[src/cmd_pkg.sv]
// Types and constants of the completion message decoder.
package cmd_pkg;

    localparam int unsigned WORD_W = 32;
    localparam logic [WORD_W-1:0] ALL_ONES_WORD = '1;

    // Record kinds.
    typedef enum logic [1:0] {
        KIND_COMPLETE   = 2'd0,
        KIND_DONE       = 2'd1,
        KIND_PARITY     = 2'd2,
        KIND_ZERO_FRAME = 2'd3
    } kind_t;

    // Position in the message sequence.
    typedef enum logic [1:0] {
        PH_HEADER  = 2'd0,
        PH_SECOND  = 2'd1,
        PH_MASK_LO = 2'd2,
        PH_MASK_HI = 2'd3
    } phase_t;

    typedef struct packed {
        logic [WORD_W-1:0] word0;
        logic [WORD_W-1:0] word1;
        logic [WORD_W-1:0] word2;
        logic [WORD_W-1:0] word3;
    } msg_t;

    // Input register contents.
    typedef struct packed {
        logic valid;
        msg_t msg;
    } stage_t;

    typedef struct packed {
        kind_t       kind;
        logic [31:0] handle;
        logic [7:0]  module_id;
        logic [15:0] pkt_count;
        logic [63:0] frame_or_bytes;
        logic [31:0] debug_word;
        logic [31:0] time_stamp;
        logic [63:0] bunch_id;
        logic [63:0] mask_part0;
        logic [63:0] mask_part1;
        logic [63:0] mask_part2;
        logic [63:0] mask_part3;
    } rec_t;

    // Decoder result for the item in the input register.
    typedef struct packed {
        logic has_result;
        rec_t rec;
    } result_t;

endpackage

[src/cmd_if.sv]
// Handshake interfaces for mailbox messages and completion records.
interface cmd_msg_if;
    logic        valid;
    logic        ready;
    logic [31:0] word0;
    logic [31:0] word1;
    logic [31:0] word2;
    logic [31:0] word3;

    modport source (output valid, output word0, output word1, output word2,
                    output word3, input ready);
    modport sink   (input valid, input word0, input word1, input word2,
                    input word3, output ready);
endinterface

interface cmd_rec_if;
    logic        valid;
    logic        ready;
    logic [1:0]  kind;
    logic [31:0] handle;
    logic [7:0]  module_id;
    logic [15:0] pkt_count;
    logic [63:0] frame_or_bytes;
    logic [31:0] debug_word;
    logic [31:0] time_stamp;
    logic [63:0] bunch_id;
    logic [63:0] mask_part0;
    logic [63:0] mask_part1;
    logic [63:0] mask_part2;
    logic [63:0] mask_part3;

    modport source (output valid, output kind, output handle, output module_id,
                    output pkt_count, output frame_or_bytes, output debug_word,
                    output time_stamp, output bunch_id, output mask_part0,
                    output mask_part1, output mask_part2, output mask_part3,
                    input ready);
    modport sink   (input valid, input kind, input handle, input module_id,
                    input pkt_count, input frame_or_bytes, input debug_word,
                    input time_stamp, input bunch_id, input mask_part0,
                    input mask_part1, input mask_part2, input mask_part3,
                    output ready);
endinterface

[src/cmd_in_stage.sv]
// Input register that captures one mailbox message.
module cmd_in_stage (
    input  logic               clk,
    input  logic               rst_n,
    cmd_msg_if.sink            msg,
    input  logic               advance,
    output cmd_pkg::stage_t    stage
);

    logic              valid_reg;
    logic              valid_next;
    cmd_pkg::msg_t     msg_reg;

    // The register takes a new item when empty or when its item moves on.
    assign msg.ready = !valid_reg || advance;

    always_comb
    begin
        valid_next = valid_reg;
        if (msg.ready)
        begin
            valid_next = msg.valid;
        end
    end

    always_ff @(posedge clk or negedge rst_n)
    begin
        if (!rst_n)
        begin
            valid_reg <= 1'b0;
        end
        else
        begin
            valid_reg <= valid_next;
        end
    end

    // Payload needs no reset.
    always_ff @(posedge clk)
    begin
        if (msg.ready && msg.valid)
        begin
            msg_reg <= '{word0: msg.word0, word1: msg.word1,
                         word2: msg.word2, word3: msg.word3};
        end
    end

    assign stage.valid = valid_reg;
    assign stage.msg   = msg_reg;

endmodule

[src/cmd_decode.sv]
// Message sequencer: holds the header and mask words and forms records.
module cmd_decode (
    input  logic               clk,
    input  logic               rst_n,
    input  cmd_pkg::stage_t    stage,
    input  logic               advance,
    output cmd_pkg::result_t   result
);

    cmd_pkg::phase_t phase_reg;
    cmd_pkg::phase_t phase_next;

    logic [31:0] held_handle_reg;
    logic [7:0]  held_module_reg;
    logic [15:0] held_count_reg;
    logic        held_all_ok_reg;
    logic [63:0] held_frame_reg;
    logic [31:0] held_debug_reg;
    logic [31:0] held_stamp_reg;
    logic [63:0] held_bunch_reg;
    logic [63:0] held_mask_a_reg;
    logic [63:0] held_mask_b_reg;

    logic [31:0] w0;
    logic [31:0] w1;
    logic [31:0] w2;
    logic [31:0] w3;
    logic        is_done;
    logic        bad_parity;
    logic        frame_zero;
    logic        fire;

    assign w0 = stage.msg.word0;
    assign w1 = stage.msg.word1;
    assign w2 = stage.msg.word2;
    assign w3 = stage.msg.word3;

    assign is_done    = (w0 == cmd_pkg::ALL_ONES_WORD);
    assign bad_parity = ^(w0 ^ w1 ^ w2 ^ w3);
    assign frame_zero = (held_frame_reg == 64'd0);
    assign fire       = stage.valid && advance;

    // Next phase.
    always_comb
    begin
        phase_next = phase_reg;
        unique case (phase_reg)
            cmd_pkg::PH_HEADER:
            begin
                if (!is_done && !bad_parity)
                begin
                    phase_next = cmd_pkg::PH_SECOND;
                end
            end
            cmd_pkg::PH_SECOND:
            begin
                if (!frame_zero && !held_all_ok_reg)
                begin
                    phase_next = cmd_pkg::PH_MASK_LO;
                end
                else
                begin
                    phase_next = cmd_pkg::PH_HEADER;
                end
            end
            cmd_pkg::PH_MASK_LO:
            begin
                phase_next = cmd_pkg::PH_MASK_HI;
            end
            cmd_pkg::PH_MASK_HI:
            begin
                phase_next = cmd_pkg::PH_HEADER;
            end
            default:
            begin
                phase_next = cmd_pkg::PH_HEADER;
            end
        endcase
    end

    // Record built from the current phase and the item in the input register.
    always_comb
    begin
        result.has_result = 1'b0;
        result.rec        = '0;
        result.rec.kind   = cmd_pkg::KIND_COMPLETE;
        unique case (phase_reg)
            cmd_pkg::PH_HEADER:
            begin
                if (is_done)
                begin
                    result.has_result          = 1'b1;
                    result.rec.kind            = cmd_pkg::KIND_DONE;
                    result.rec.frame_or_bytes  = {20'd0, w1, 12'd0};
                end
                else if (bad_parity)
                begin
                    result.has_result          = 1'b1;
                    result.rec.kind            = cmd_pkg::KIND_PARITY;
                    result.rec.handle          = w0;
                    result.rec.module_id       = w1[7:0];
                    result.rec.pkt_count       = w1[31:16];
                end
            end
            cmd_pkg::PH_SECOND:
            begin
                result.rec.handle       = held_handle_reg;
                result.rec.module_id    = held_module_reg;
                result.rec.pkt_count    = held_count_reg;
                result.rec.debug_word   = w0;
                result.rec.time_stamp   = w1;
                result.rec.bunch_id     = {w2, w3};
                if (frame_zero)
                begin
                    result.has_result = 1'b1;
                    result.rec.kind   = cmd_pkg::KIND_ZERO_FRAME;
                end
                else if (held_all_ok_reg)
                begin
                    result.has_result         = 1'b1;
                    result.rec.frame_or_bytes = held_frame_reg - 64'd1;
                    result.rec.mask_part0     = '1;
                    result.rec.mask_part1     = '1;
                    result.rec.mask_part2     = '1;
                    result.rec.mask_part3     = '1;
                end
            end
            cmd_pkg::PH_MASK_LO:
            begin
                result.has_result = 1'b0;
            end
            cmd_pkg::PH_MASK_HI:
            begin
                result.has_result         = 1'b1;
                result.rec.handle         = held_handle_reg;
                result.rec.module_id      = held_module_reg;
                result.rec.pkt_count      = held_count_reg;
                result.rec.frame_or_bytes = held_frame_reg - 64'd1;
                result.rec.debug_word     = held_debug_reg;
                result.rec.time_stamp     = held_stamp_reg;
                result.rec.bunch_id       = held_bunch_reg;
                result.rec.mask_part0     = held_mask_a_reg;
                result.rec.mask_part1     = held_mask_b_reg;
                result.rec.mask_part2     = {w2, w3};
                result.rec.mask_part3     = {w0, w1};
            end
            default:
            begin
                result.has_result = 1'b0;
            end
        endcase
    end

    always_ff @(posedge clk or negedge rst_n)
    begin
        if (!rst_n)
        begin
            phase_reg <= cmd_pkg::PH_HEADER;
        end
        else if (fire)
        begin
            phase_reg <= phase_next;
        end
    end

    // Held fields are always written before they are read, so they need no reset.
    always_ff @(posedge clk)
    begin
        if (fire)
        begin
            case (phase_reg)
                cmd_pkg::PH_HEADER:
                begin
                    held_handle_reg <= w0;
                    held_module_reg <= w1[7:0];
                    held_count_reg  <= w1[31:16];
                    held_all_ok_reg <= w1[8];
                    held_frame_reg  <= {w2, w3};
                end
                cmd_pkg::PH_SECOND:
                begin
                    held_debug_reg <= w0;
                    held_stamp_reg <= w1;
                    held_bunch_reg <= {w2, w3};
                end
                cmd_pkg::PH_MASK_LO:
                begin
                    held_mask_a_reg <= {w2, w3};
                    held_mask_b_reg <= {w0, w1};
                end
                default:
                begin
                end
            endcase
        end
    end

endmodule

[src/cmd_out_stage.sv]
// Result register that presents one completion record downstream.
module cmd_out_stage (
    input  logic               clk,
    input  logic               rst_n,
    input  logic               load,
    input  cmd_pkg::rec_t      rec_in,
    output logic               free,
    cmd_rec_if.source          rec
);

    logic          valid_reg;
    logic          valid_next;
    cmd_pkg::rec_t data_reg;

    // The register can take a record when empty or being emptied this cycle.
    assign free = !valid_reg || rec.ready;

    always_comb
    begin
        valid_next = valid_reg;
        if (load)
        begin
            valid_next = 1'b1;
        end
        else if (rec.ready)
        begin
            valid_next = 1'b0;
        end
    end

    always_ff @(posedge clk or negedge rst_n)
    begin
        if (!rst_n)
        begin
            valid_reg <= 1'b0;
        end
        else
        begin
            valid_reg <= valid_next;
        end
    end

    always_ff @(posedge clk)
    begin
        if (load)
        begin
            data_reg <= rec_in;
        end
    end

    assign rec.valid          = valid_reg;
    assign rec.kind           = data_reg.kind;
    assign rec.handle         = data_reg.handle;
    assign rec.module_id      = data_reg.module_id;
    assign rec.pkt_count      = data_reg.pkt_count;
    assign rec.frame_or_bytes = data_reg.frame_or_bytes;
    assign rec.debug_word     = data_reg.debug_word;
    assign rec.time_stamp     = data_reg.time_stamp;
    assign rec.bunch_id       = data_reg.bunch_id;
    assign rec.mask_part0     = data_reg.mask_part0;
    assign rec.mask_part1     = data_reg.mask_part1;
    assign rec.mask_part2     = data_reg.mask_part2;
    assign rec.mask_part3     = data_reg.mask_part3;

endmodule

[src/completion_message_decoder.sv]
// Top level of the completion message decoder.
//
//  channel  direction  payload                                    handshake
//  msg      in         word0..word3, 32 bits each                 valid/ready
//  rec      out        kind, handle, module_id, pkt_count,        valid/ready
//                      frame_or_bytes, debug/time/bunch, masks
//
// One message per cycle is sustained while the result register can take each record;
// a record passes through the input register and then the result register to the port.
// Messages that finish no record move on even while a record waits.
// Reset clears the phase to awaiting a header and empties both registers.
// A stalled record holds the decoder only when the next item also yields one.
module completion_message_decoder (
    input  logic      clk,
    input  logic      rst_n,
    cmd_msg_if.sink   msg,
    cmd_rec_if.source rec
);

    cmd_pkg::stage_t  stage;
    cmd_pkg::result_t result;
    logic             out_free;
    logic             advance;

    // The held item moves on unless its record finds the result register full.
    assign advance = stage.valid && (!result.has_result || out_free);

    cmd_in_stage u_in (
        .clk     (clk),
        .rst_n   (rst_n),
        .msg     (msg),
        .advance (advance),
        .stage   (stage)
    );

    cmd_decode u_dec (
        .clk     (clk),
        .rst_n   (rst_n),
        .stage   (stage),
        .advance (advance),
        .result  (result)
    );

    cmd_out_stage u_out (
        .clk    (clk),
        .rst_n  (rst_n),
        .load   (advance && result.has_result),
        .rec_in (result.rec),
        .free   (out_free),
        .rec    (rec)
    );

endmodule

[src/flat_wrapper.sv]
// flat-port wrapper written by rule: the top's interface ports become plain ports
module completion_message_decoder_flat 
  (clk, rst_n, msg_valid, msg_word0, msg_word1, msg_word2, msg_word3, msg_ready, rec_valid, rec_kind, rec_handle, rec_module_id, rec_pkt_count, rec_frame_or_bytes, rec_debug_word, rec_time_stamp, rec_bunch_id, rec_mask_part0, rec_mask_part1, rec_mask_part2, rec_mask_part3, rec_ready);
  cmd_msg_if msg_i ();
  cmd_rec_if rec_i ();
  input  logic clk;
  input  logic rst_n;
  input wire logic [$bits(msg_i.valid)-1:0] msg_valid;
  input wire logic [$bits(msg_i.word0)-1:0] msg_word0;
  input wire logic [$bits(msg_i.word1)-1:0] msg_word1;
  input wire logic [$bits(msg_i.word2)-1:0] msg_word2;
  input wire logic [$bits(msg_i.word3)-1:0] msg_word3;
  output wire logic [$bits(msg_i.ready)-1:0] msg_ready;
  output wire logic [$bits(rec_i.valid)-1:0] rec_valid;
  output wire logic [$bits(rec_i.kind)-1:0] rec_kind;
  output wire logic [$bits(rec_i.handle)-1:0] rec_handle;
  output wire logic [$bits(rec_i.module_id)-1:0] rec_module_id;
  output wire logic [$bits(rec_i.pkt_count)-1:0] rec_pkt_count;
  output wire logic [$bits(rec_i.frame_or_bytes)-1:0] rec_frame_or_bytes;
  output wire logic [$bits(rec_i.debug_word)-1:0] rec_debug_word;
  output wire logic [$bits(rec_i.time_stamp)-1:0] rec_time_stamp;
  output wire logic [$bits(rec_i.bunch_id)-1:0] rec_bunch_id;
  output wire logic [$bits(rec_i.mask_part0)-1:0] rec_mask_part0;
  output wire logic [$bits(rec_i.mask_part1)-1:0] rec_mask_part1;
  output wire logic [$bits(rec_i.mask_part2)-1:0] rec_mask_part2;
  output wire logic [$bits(rec_i.mask_part3)-1:0] rec_mask_part3;
  input wire logic [$bits(rec_i.ready)-1:0] rec_ready;
  assign msg_i.valid = msg_valid;
  assign msg_i.word0 = msg_word0;
  assign msg_i.word1 = msg_word1;
  assign msg_i.word2 = msg_word2;
  assign msg_i.word3 = msg_word3;
  assign msg_ready = msg_i.ready;
  assign rec_valid = rec_i.valid;
  assign rec_kind = rec_i.kind;
  assign rec_handle = rec_i.handle;
  assign rec_module_id = rec_i.module_id;
  assign rec_pkt_count = rec_i.pkt_count;
  assign rec_frame_or_bytes = rec_i.frame_or_bytes;
  assign rec_debug_word = rec_i.debug_word;
  assign rec_time_stamp = rec_i.time_stamp;
  assign rec_bunch_id = rec_i.bunch_id;
  assign rec_mask_part0 = rec_i.mask_part0;
  assign rec_mask_part1 = rec_i.mask_part1;
  assign rec_mask_part2 = rec_i.mask_part2;
  assign rec_mask_part3 = rec_i.mask_part3;
  assign rec_i.ready = rec_ready;
  completion_message_decoder u_core (.clk(clk), .rst_n(rst_n), .msg(msg_i), .rec(rec_i));
endmodule
[config.mk]
export PLATFORM = sky130hd
export DESIGN_NAME = completion_message_decoder_flat
export DESIGN_NICKNAME = d
export VERILOG_FILES = /design/src/cmd_pkg.sv /design/src/cmd_if.sv /design/src/cmd_in_stage.sv /design/src/cmd_decode.sv /design/src/cmd_out_stage.sv /design/src/completion_message_decoder.sv /design/src/flat_wrapper.sv
export SDC_FILE = /design/constraint.sdc
export NUM_CORES = 1
export LEC_CHECK = 0
export BUFFER_PORTS_ARGS = -buffer_cell sky130_fd_sc_hd__buf_2
export CORE_MARGIN = 5
export CORE_UTILIZATION = 32
export CTS_BUF_LIST = sky130_fd_sc_hd__clkbuf_2 sky130_fd_sc_hd__clkbuf_4 sky130_fd_sc_hd__clkbuf_8
export DETAILED_ROUTE_END_ITERATION = 10
export MAX_ROUTING_LAYER = met4
export RECOVER_POWER = 50
export SLEW_MARGIN = 30
export SYNTH_ARGS = -nofsm -noshare
export SYNTH_HDL_FRONTEND = slang
export SYNTH_HIERARCHICAL = 1
export SYNTH_SLANG_ARGS = --single-unit
export TNS_END_PERCENT = 1
[constraint.sdc]
create_clock -name clk -period 11.73 [get_ports clk]
set_input_delay 2.346 -clock clk [delete_from_list [all_inputs] [get_ports clk]]
set_output_delay 2.346 -clock clk [all_outputs]
set_load 0.1 [all_outputs]
Yosys cells after proc, flatten, opt, wreduce, memory -nomap -nowiden
Index checks and enable logic that the tools add are counted.
{"block": "op_classes", "n_reduce_logical": 24, "n_bitwise": 3, "n_mux": 20, "n_addsub": 1, "eq_ne": 5}
{"cell": "$pmux 384 s2", "n": 1}
{"cell": "$mux 256", "n": 2}
{"cell": "$pmux 120 s3", "n": 1}
{"cell": "$mux 64", "n": 2}
{"cell": "$xor 32x32->32", "n": 3}
{"cell": "$logic_not 64->1", "n": 1}
{"cell": "$sub 64x1->64 const B", "n": 1}
{"cell": "$mux 59", "n": 1}
{"cell": "$mux 56", "n": 1}
{"cell": "$mux 44", "n": 1}
{"cell": "$eq 32x32->1 const B", "n": 1}
{"cell": "$reduce_xor 32->1", "n": 1}
{"cell": "$pmux 2 s4", "n": 1}
{"cell": "$reduce_and 2->1", "n": 4}
{"cell": "$logic_not 1->1", "n": 7}
{"cell": "$logic_and 1x1->1", "n": 6}
{"cell": "$mux 2", "n": 3}
{"cell": "$eq 2x2->1 const B", "n": 2}
{"cell": "$mux 1", "n": 4}
{"cell": "$pmux 1 s4", "n": 1}
{"cell": "$pmux 2 s2", "n": 1}
{"cell": "$logic_or 1x1->1", "n": 3}
{"cell": "$mux 3", "n": 1}
{"cell": "$eq 2x1->1 const B", "n": 1}
{"cell": "other kinds (3)", "n": 3}
{"block": "word_totals", "reg_bits": 1015, "in_bits": 132, "wordCells": 82}

Longest topological paths before layout
Gate-level depths: netlist of the first run.
{"block": "depth", "depth_word": 12, "ltp_mapped": 13}

Modules after synthesis
Netlist of the first run, hierarchy kept.
{"mod": "cmd_decode", "cells_per_inst": 1506, "seq_area_each_um2": 11370.9, "area_each_um2": 19523.7, "instances": 1}
{"mod": "cmd_out_stage", "cells_per_inst": 509, "seq_area_each_um2": 15219.6, "area_each_um2": 15242.1, "instances": 1}
{"mod": "cmd_in_stage", "cells_per_inst": 133, "seq_area_each_um2": 3868.7, "area_each_um2": 3905.0, "instances": 1}
{"mod": "completion_message_decoder", "cells_per_inst": 3, "seq_area_each_um2": 0.0, "area_each_um2": 18.8, "instances": 1}

Worst setup path after synthesis of the first run
OpenSTA, ideal clock, no wires.
{"block": "synth_timing", "kind": "input -> register", "start": "input port rec_ready", "end": "register u_core.u_dec.held_mask_a_reg[0] (enable)", "setup_ns": 0.801, "required_time_ns": 10.929, "t_arrival_ns": 12.233, "n_path_buf": 0, "setup_slack_ns": -1.304, "path_stages": 5, "path_cell_list": "nand2b_4 -> inv_1 -> a21boi_1 -> nand2_1 -> nor3b_1"}
{"block": "synth_between", "elab_chain_cells": 5}
{"item": "start: declaration", "line_no": "flat_wrapper.sv:27", "rtl": "input wire logic [$bits(rec_i.ready)-1:0] rec_ready;"}
{"item": "$logic_or 1x1->1", "line_no": "cmd_out_stage.sv:16", "rtl": "assign free = !valid_reg || rec.ready;"}
{"item": "$logic_or 1x1->1", "line_no": "completion_message_decoder.sv:26", "rtl": "assign advance = stage.valid && (!result.has_result || out_free);"}
{"item": "$logic_and 1x1->1", "line_no": "completion_message_decoder.sv:26"}
{"item": "named net u_core.advance", "line_no": "completion_message_decoder.sv:23", "rtl": "logic advance;"}
{"item": "$logic_and 1x1->1", "line_no": "cmd_decode.sv:41", "rtl": "assign fire = stage.valid && advance;"}
{"item": "$reduce_and 2->1 (no line)"}
{"item": "end signal: assignment", "line_no": "cmd_decode.sv:188", "rtl": "held_mask_a_reg <= {w2, w3};"}
{"item": "end: declaration", "line_no": "cmd_decode.sv:21", "rtl": "logic [63:0] held_mask_a_reg;"}
The timed path passes the listed nets, and every way through them passes these cells.
A chain may end at the register's enable or synchronous reset.

==> results.ini, run 1 <==
[status]
status = finished, violations left
failed_checks = max-capacitance violations, max-slew violations

[layout]
mostFrequentLayoutCells = edfxtp_1, clkbuf_1, a21o_1
final_common_cell = edfxtp_1
fin_nets = 3029
design_area_um2 = 46600
multi_input_area_um2 = 7550
largest_register_ffs = 128
drive_above_1_share_pct = 18.1
fill_cells = 11300
register_area_um2 = 30500
area_growth_pct = 20.5

[routing]
drt_iter0_drc = 1962
routed_via_density = 4.72
wirelength_mm = 122
firstDrtPassIters = 7
route.detailed.drc = 0
ant_nets = 0
wl_per_cell_um = 26.3
vias = 21900

[worst_setup_path]
slowest_stage = clkbuf_1
worstSetupStartpointType = flop
endpoint_kind = flop
cp.required_ns = 12.46
cpPeakStageDelay_ns = 3.34
cp_max_fo = 87
cp.arrival_ns = 9.68
crit_chain = and2_0 > clkbuf_1 > buf_4 > a21o_1
crit_type = flop to flop

[floorplan]
dieArea_um2 = 128000
fp.coreArea_um2 = 120000
rows = 127
io_pins = 640
start_util_pct = 32.2
dieWidth_um = 358
die_h_um = 358

[clocking]
tritoncts = yes
cts_buffers = 175
clockBufferDepth = 3
cts_max_level = 4
cts-root-buf = clkbuf_8
cts-resized-gates = 0
cts.clk_slew.worst_paths_ns = 0.06
hold_buffers = 0
cts_sinks = 1015
post_cts_buffers = 0
clock_latency_ns = 0.90

[yosys]
yosysWarnings = 6
avgSynthCellArea_um2 = 18.0
synth_seq_cells = 1015
yosysTopAreaCellShare_pct = 78.5
synth_fp_nets = 2285
netlist-cell-type-count = 60
synthCells = 2151
ys_async_sr_fraction_pct = 0.394
netlist_area_um2 = 38700
synth_area_leaders = edfxtp_1, a21o_1, mux2i_1
yosysSeqAreaShare_pct = 78.7
yosys.area.top_type = edfxtp_1
synth_edf_count = 1011
synth_flop_cell = edfxtp_1

[global_route]
grt_use_total_pct = 19.1
grt_pass1_wl_mm = 168
grt_max_degree = 108
grt-ovfl-total = 0
antenna_found_initial = 26
grt_pass1_vias = 22000

[sta]
post-route-period-util_pct = 76.3
slew_headroom_pct = -209
setup_viol = 0
fin_skew_ns = 0.0469
rsz0062_at_grt = no
fmax_ghz = 0.112
setup_tns_ns = 0
fin_crit_ns = 8.95
final_hold_viol_count = 0
worstMarginPinSlew_ns = 4.64
drv_slew = 497

[placed_design]
dp_hpwl_mm = 81.1
port_buffers = 639
placed_cell_area_um2 = 43700
routabilityCongestion = 0.794

[run]
drv_cap = 10

[min_path]
hold_class = flop to flop

==> layout make-up <==
type	instances	area share (%)
antenna	10	0.0537
clock buffer	230	6.10
clock inverter	78	1.41
inverter	5	0.0402
multi-input combinational	1016	16.2
sequential	1015	65.3
tap	1612	4.32
timing repair buffer	682	6.57
==> Yosys cell counts (4+ instances only) <==
cell type  instances
a21o_1           257
a22o_1            56
buf_1             10
buf_2             11
buf_4              7
buf_6             24
clkbuf_1          63
dfrtp_1            4
edfxtp_1        1011
inv_1              5
mux2i_1          128
nand2_1           62
nand2b_1           4
nand3_1            6
nand3b_1           5
nand4_1            9
nor2_1            65
nor2b_1          130
nor3_1            15
nor4_1            12
o21ai_0            5
o21ai_1           26
xnor2_1          142
xor2_1            41
==> critical path: cells and delay by family (launching register included) <==
family                 cells  cell delay, ns
buffers and inverters      2            4.25
DFF                        1            2.29
and+or+nand+nor            1            1.85
AOI/OAI and AO/OA          1            0.29
==> cell families after synthesis <==
family,Yosys count,share of synthesized area (%)
buffers and inverters,120,1.73
and+or+nand+nor,344,5.03
AOI/OAI and AO/OA,358,6.96
muxes,129,3.34
adders and majority gates,2,0.0647
DFF,1015,78.7
xor gates and xnor gates,183,4.14
==> metrics by stage <==
stage                     hold slack, ns  instances  utilization (%)  setup slack (ns)
final                              0.496       4648             38.9              2.78
after detailed placement           0.504       4329             36.5              5.57
after global placement             0.497       4325             36.4              5.50
after CTS                          0.494       4637             39.4              4.51
after global routing               0.513       4646             38.9              2.33
after floorplan                    0.494       2151                -           -0.0634
==> layer usage <==
metal / global-route usage [%] / up-vias / routed length [um]
li1: - / 9679 / -
met1: 24.5 / 11200 / 52100
met2: 29.0 / 880 / 56900
met3: 6.18 / 177 / 10300
met4: 6.25 / 0 / 3240
met5: - / - / 0
==> final timing paths <==
check / from / to / slack [ns] / cells after the start
max: flop / u_core/u_out/rec.mask_part1[39] / 2.78 / 4
min: u_core/u_dec/held_mask_b_reg[43] / u_core/u_out/rec.mask_part1[43] / 0.50 / 1
max reg2reg: flop / u_core/u_out/rec.mask_part1[39] / 2.78 / 4
min reg2reg: u_core/u_dec/held_mask_b_reg[43] / u_core/u_out/rec.mask_part1[43] / 0.50 / 1
max in group asynchronous: rst_n / u_core/u_dec/phase_reg[0] / 10.12 / 1
min in group asynchronous: rst_n / u_core/u_in/valid_reg / 1.33 / 1
Power of run 1 is left out: the tool's default activity adds up to more than one toggle a clock period on the data nets, which glitch-free logic cannot reach.
==> run 2: changes to the inputs <==
==> constraint.sdc (replaced) <==
create_clock -name clk -period 7.4 [get_ports clk]
set_input_delay 1.48 -clock clk [delete_from_list [all_inputs] [get_ports clk]]
set_output_delay 1.48 -clock clk [all_outputs]
set_load 0.1 [all_outputs]
==> results.ini, run 2 (synthesis results as in run 1) <==
[layout]
multi_input_area_um2 = 7620  ; +0.93%
mostFrequentLayoutCells = edfxtp_1, clkbuf_1, a21o_1
final_common_cell = edfxtp_1
register_area_um2 = 30500  ; unchanged
drive_above_1_share_pct = 13.7  ; -4.4 points
utilization_pct = 38.8  ; -0.073 points
area_growth_pct = 20.3
largest_register_ffs = 128  ; unchanged
fill_cells = 11400  ; +0.89%
fin_nets = 3023  ; -0.20%

[global_route]
met1_usage_pct = 23.6  ; -0.88 points
top_usage_layer = met2
grt_pass1_vias = 22100  ; +0.45%
grtUsageMet3_pct = 6.40  ; +0.21 points
grt_max_degree = 166  ; +54%
use_met2_pct = 28.7  ; -0.30 points
grt_pass1_wl_mm = 165  ; -1.8%
antenna_found_initial = 20  ; -23%
grt_use_total_pct = 18.7  ; -0.42 points
grt-ovfl-total = 0  ; unchanged

[clocking]
post_cts_buffers = 0  ; unchanged
cts_sinks = 1015  ; unchanged
hold_buffers = 0  ; unchanged
cts-root-buf = clkbuf_8
clockBufferDepth = 3  ; unchanged
tritoncts = yes
clock_latency_ns = 0.89  ; about the same
cts-resized-gates = 0  ; unchanged
cts_max_level = 4  ; unchanged
cts_buffers = 172  ; -1.7%
cts.clk_slew.worst_paths_ns = 0.06  ; about the same

[floorplan]
io_pins = 640  ; unchanged
rows = 127  ; unchanged
dieArea_um2 = 128000  ; unchanged
fp.coreArea_um2 = 120000  ; unchanged
die_h_um = 358  ; unchanged
start_util_pct = 32.2  ; unchanged
dieWidth_um = 358  ; unchanged

[placed_design]
port_buffers = 639  ; unchanged
dp_hpwl_mm = 80.4  ; -0.88%
routabilityCongestion = 0.806  ; +1.6%

[sta]
fmax_ghz = 0.159
worstMarginPinSlew_ns = 2.99  ; -1.65 ns
setup_viol = 0  ; unchanged
slew_headroom_pct = -99.3  ; +110 points
rsz0062_at_grt = no
fin_skew_ns = 0.0407  ; -0.00621 ns
setup_tns_ns = 0  ; unchanged
fin_crit_ns = 6.30
post-route-period-util_pct = 85.1
worst_hold_slack_ns = 0.501  ; +0.00472 ns
final_hold_viol_count = 0  ; unchanged
drv_slew = 256  ; -48%

[run]
drv_cap = 8  ; -2

[worst_setup_path]
crit_type = flop to primary output
worstSetupStartpointType = flop
cp.required_ns = 5.92  ; -6.54 ns
cpPeakStageDelay_ns = 1.98  ; -1.36 ns
cp_max_fo = 37  ; -57%
endpoint_kind = primary output
cp.arrival_ns = 4.82  ; -4.86 ns
crit_chain = buf_4 > o31ai_1 > a21boi_1 > nand2b_4 > buf_2
slowest_stage = dfrtp_1

[routing]
wirelength_mm = 120  ; -2.2%
vias = 21700  ; -1.2%
wl_per_cell_um = 25.8  ; -2.2%
firstDrtPassIters = 6  ; -1
routed_via_density = 4.67  ; -1.1%
drt_iter0_drc = 1715  ; -13%
route.detailed.drc = 0  ; unchanged
ant_nets = 0  ; unchanged

[min_path]
hold_class = flop to flop

[status]
status = finished, violations left
failed_checks = max-capacitance violations, max-slew violations

==> run 2: area by class of cell <==
class	count	share of cell area, %
clock inverters	76	1.33
clock buffers	232	6.15
inverters	5	0.0403
repair buffers	679	6.29
well taps	1612	4.33
multi-input cells	1016	16.4
flip-flops and latches	1015	65.4
diodes	9	0.0484
==> run 2: path summary, 6_finish.rpt <==
kind	startpoint	to	slack, ns	cells after the start
worst max-delay path	flop	msg_ready	1.10	5
worst min-delay path	u_core/u_dec/held_mask_b_reg[11]	u_core/u_out/rec.mask_part1[11]	0.50	1
worst max register to register	flop	u_core/u_out/rec.time_stamp[17]	1.40	4
worst min register to register	u_core/u_dec/held_mask_b_reg[11]	u_core/u_out/rec.mask_part1[11]	0.50	1
max in group asynchronous	rst_n	u_core/u_dec/phase_reg[0]	6.55	1
min in group asynchronous	rst_n	u_core/u_out/rec.valid	0.51	1
==> run 2: routing by layer <==
layer	vias up	part of all wire [%]
li1	9665	-
met1	10900	42
met2	904	47
met3	176	8.8
met4	0	2.6
met5	-	0
==> run 2: per-stage QoR <==
stage | instance area [um2] | worst slack [ns] | cells
4_1_cts | 47200 | 1.18 | 4634
3_5_place_dp | 43800 | 2.23 | 4326
3_3_place_gp | 43700 | 2.18 | 4323
5_1_grt | 46500 | 0.822 | 4644
2_1_floorplan | 38700 | -1.65 | 2151
6_report | 46500 | 1.10 | 4644
==> run 2: critical path, delay by kind of cell (launching register included) <==
family / cells / cell delay (ns)
AOI/OAI and AO/OA: 2 / 0.45
buffers and inverters: 2 / 1.27
and+or+nand+nor: 1 / 0.22
DFF: 1 / 1.98
Power of run 2 is left out for the same reason.
==> run 3: changes to the inputs <==
--- a/config.mk
+++ b/config.mk
@@ -7,7 +7,7 @@
 export LEC_CHECK = 0
 export BUFFER_PORTS_ARGS = -buffer_cell sky130_fd_sc_hd__buf_2
 export CORE_MARGIN = 5
-export CORE_UTILIZATION = 32
+export CORE_UTILIZATION = 40
 export CTS_BUF_LIST = sky130_fd_sc_hd__clkbuf_2 sky130_fd_sc_hd__clkbuf_4 sky130_fd_sc_hd__clkbuf_8
 export DETAILED_ROUTE_END_ITERATION = 10
 export MAX_ROUTING_LAYER = met4
==> results.ini, run 3 (synthesis results as in run 1) <==
[routing]
ant_nets = 0  ; unchanged
route.detailed.drc = 0  ; unchanged
vias = 21800  ; +0.58%
wl_per_cell_um = 26.9  ; +4.4%
drt_iter0_drc = 1858  ; +8.3%
wirelength_mm = 115  ; -3.7%
routed_via_density = 5.09  ; +9.1%
firstDrtPassIters = 6  ; unchanged

[layout]
drive_above_1_share_pct = 12.7  ; -0.99 points
mostFrequentLayoutCells = edfxtp_1, clkbuf_1, a21o_1
fin_nets = 3009  ; -0.46%
largest_register_ffs = 128  ; unchanged
final_common_cell = edfxtp_1
area_growth_pct = 17.9
fill_cells = 8568  ; -25%
fin_cells = 4283  ; -7.8%

[worst_setup_path]
cp.arrival_ns = 6.93  ; +2.11 ns
worstSetupStartpointType = flop
cp.required_ns = 8.04  ; +2.12 ns
r2r_end = u_core/u_out/rec.time_stamp[30]
cp_max_fo = 53  ; +43%
reg2regPathDepth = 3  ; -1
crit_type = flop to flop
endpoint_kind = flop
rrSetupSlack_ns = 1.11  ; -0.29 ns

[sta]
fin_skew_ns = 0.0456  ; +0.00497 ns
slew_headroom_pct = -224  ; -120 points
worst_hold_slack_ns = 0.512  ; +0.0110 ns
drv_slew = 484  ; +89%
final_hold_viol_count = 0  ; unchanged
rsz0062_at_grt = no
post-route-period-util_pct = 85.0  ; -0.11 points
finalWorstSetupSlack_ns = 1.11  ; +0.00837 ns
setup_viol = 0  ; unchanged
fin_crit_ns = 6.29  ; -0.00837 ns
fmax_ghz = 0.159  ; +0.13%
worstMarginPinSlew_ns = 4.86  ; +1.87 ns
setup_tns_ns = 0  ; unchanged

[clocking]
clockBufferDepth = 3  ; unchanged
cts_max_level = 4  ; unchanged
cts_sinks = 1015  ; unchanged
clock_latency_ns = 0.83  ; -0.06 ns
cts_buffers = 164  ; -4.7%
cts.clk_slew.worst_paths_ns = 0.06  ; about the same
cts-root-buf = clkbuf_8
hold_buffers = 0  ; unchanged
cts-resized-gates = 0  ; unchanged
post_cts_buffers = 0  ; unchanged
tritoncts = yes

[min_path]
hold_class = flop to flop
whs_endpoint = u_core/u_out/rec.mask_part1[48]
hold_path_startpoint = u_core/u_dec/held_mask_b_reg[48]
timing.hold.worst_path_depth = 1  ; unchanged

[status]
status = finished, violations left
failed_checks = max-capacitance violations, max-slew violations

[floorplan]
dieArea_um2 = 103000  ; -19%
fp.coreArea_um2 = 96300  ; -20%
dieWidth_um = 321  ; -10%
rows = 114  ; -10%
die_h_um = 321  ; -10%
io_pins = 640  ; unchanged
start_util_pct = 40.2  ; +7.9 points

[placed_design]
pre_cts_slack_ns = 2.27  ; +0.0452 ns
routabilityCongestion = 0.842  ; +4.4%
port_buffers = 639  ; unchanged
dpl.cell_count = 3982  ; -8.0%
dp_hpwl_mm = 75.3  ; -6.4%

[global_route]
grt_use_total_pct = 22.2  ; +3.5 points
antenna_found_initial = 9  ; -55%
grt-ovfl-total = 0  ; unchanged
grt_pass1_wl_mm = 161  ; -2.0%
grt_max_degree = 200  ; +20%
grt_pass1_vias = 22100  ; -0.10%

[run]
drv_cap = 8  ; unchanged

run 3: layout make-up:
type                       instances  area [um2]  share of cell area, %
sequential                      1015       30500                   66.8
timing repair buffer             673        2860                   6.28
clock buffer                     209        2600                   5.70
antenna                            9        22.5                 0.0494
tap                             1276        1600                   3.50
multi-input combinational       1016        7540                   16.5
clock inverter                    80         493                   1.08
inverter                           5        18.8                 0.0412
run 3: stage by stage:
stage,utilization (%),area (um2)
after floorplan,-,38700
after global placement,44.9,43200
after detailed placement,44.9,43200
after CTS,48.1,46300
after global routing,47.4,45600
final,47.4,45600
run 3: worst max-delay path by stage:
stage	to	slack [ns]
after global routing	u_core/u_out/rec.bunch_id[39]	0.74
final	u_core/u_out/rec.time_stamp[30]	1.11
after floorplan	u_core/u_out/rec.valid	-1.65
after global placement	msg_ready	2.13
after CTS	msg_ready	1.31
after detailed placement	msg_ready	2.27
run 3: metal layers:
layer	track usage [%]	vias to the layer above	share of wire, %
met5	-	-	0
li1	-	9621	-
met4	5.81	0	2.1
met2	34.4	959	48
met1	29.7	11100	42
met3	5.59	153	7.9
run 3: critical path: stages, from the launching register on:
cell and delay (ns):
dfrtp_1 1.86, clkbuf_1 3.52, mux2i_1 0.43, nor2b_1 0.25
Power of run 3 is left out for the same reason.
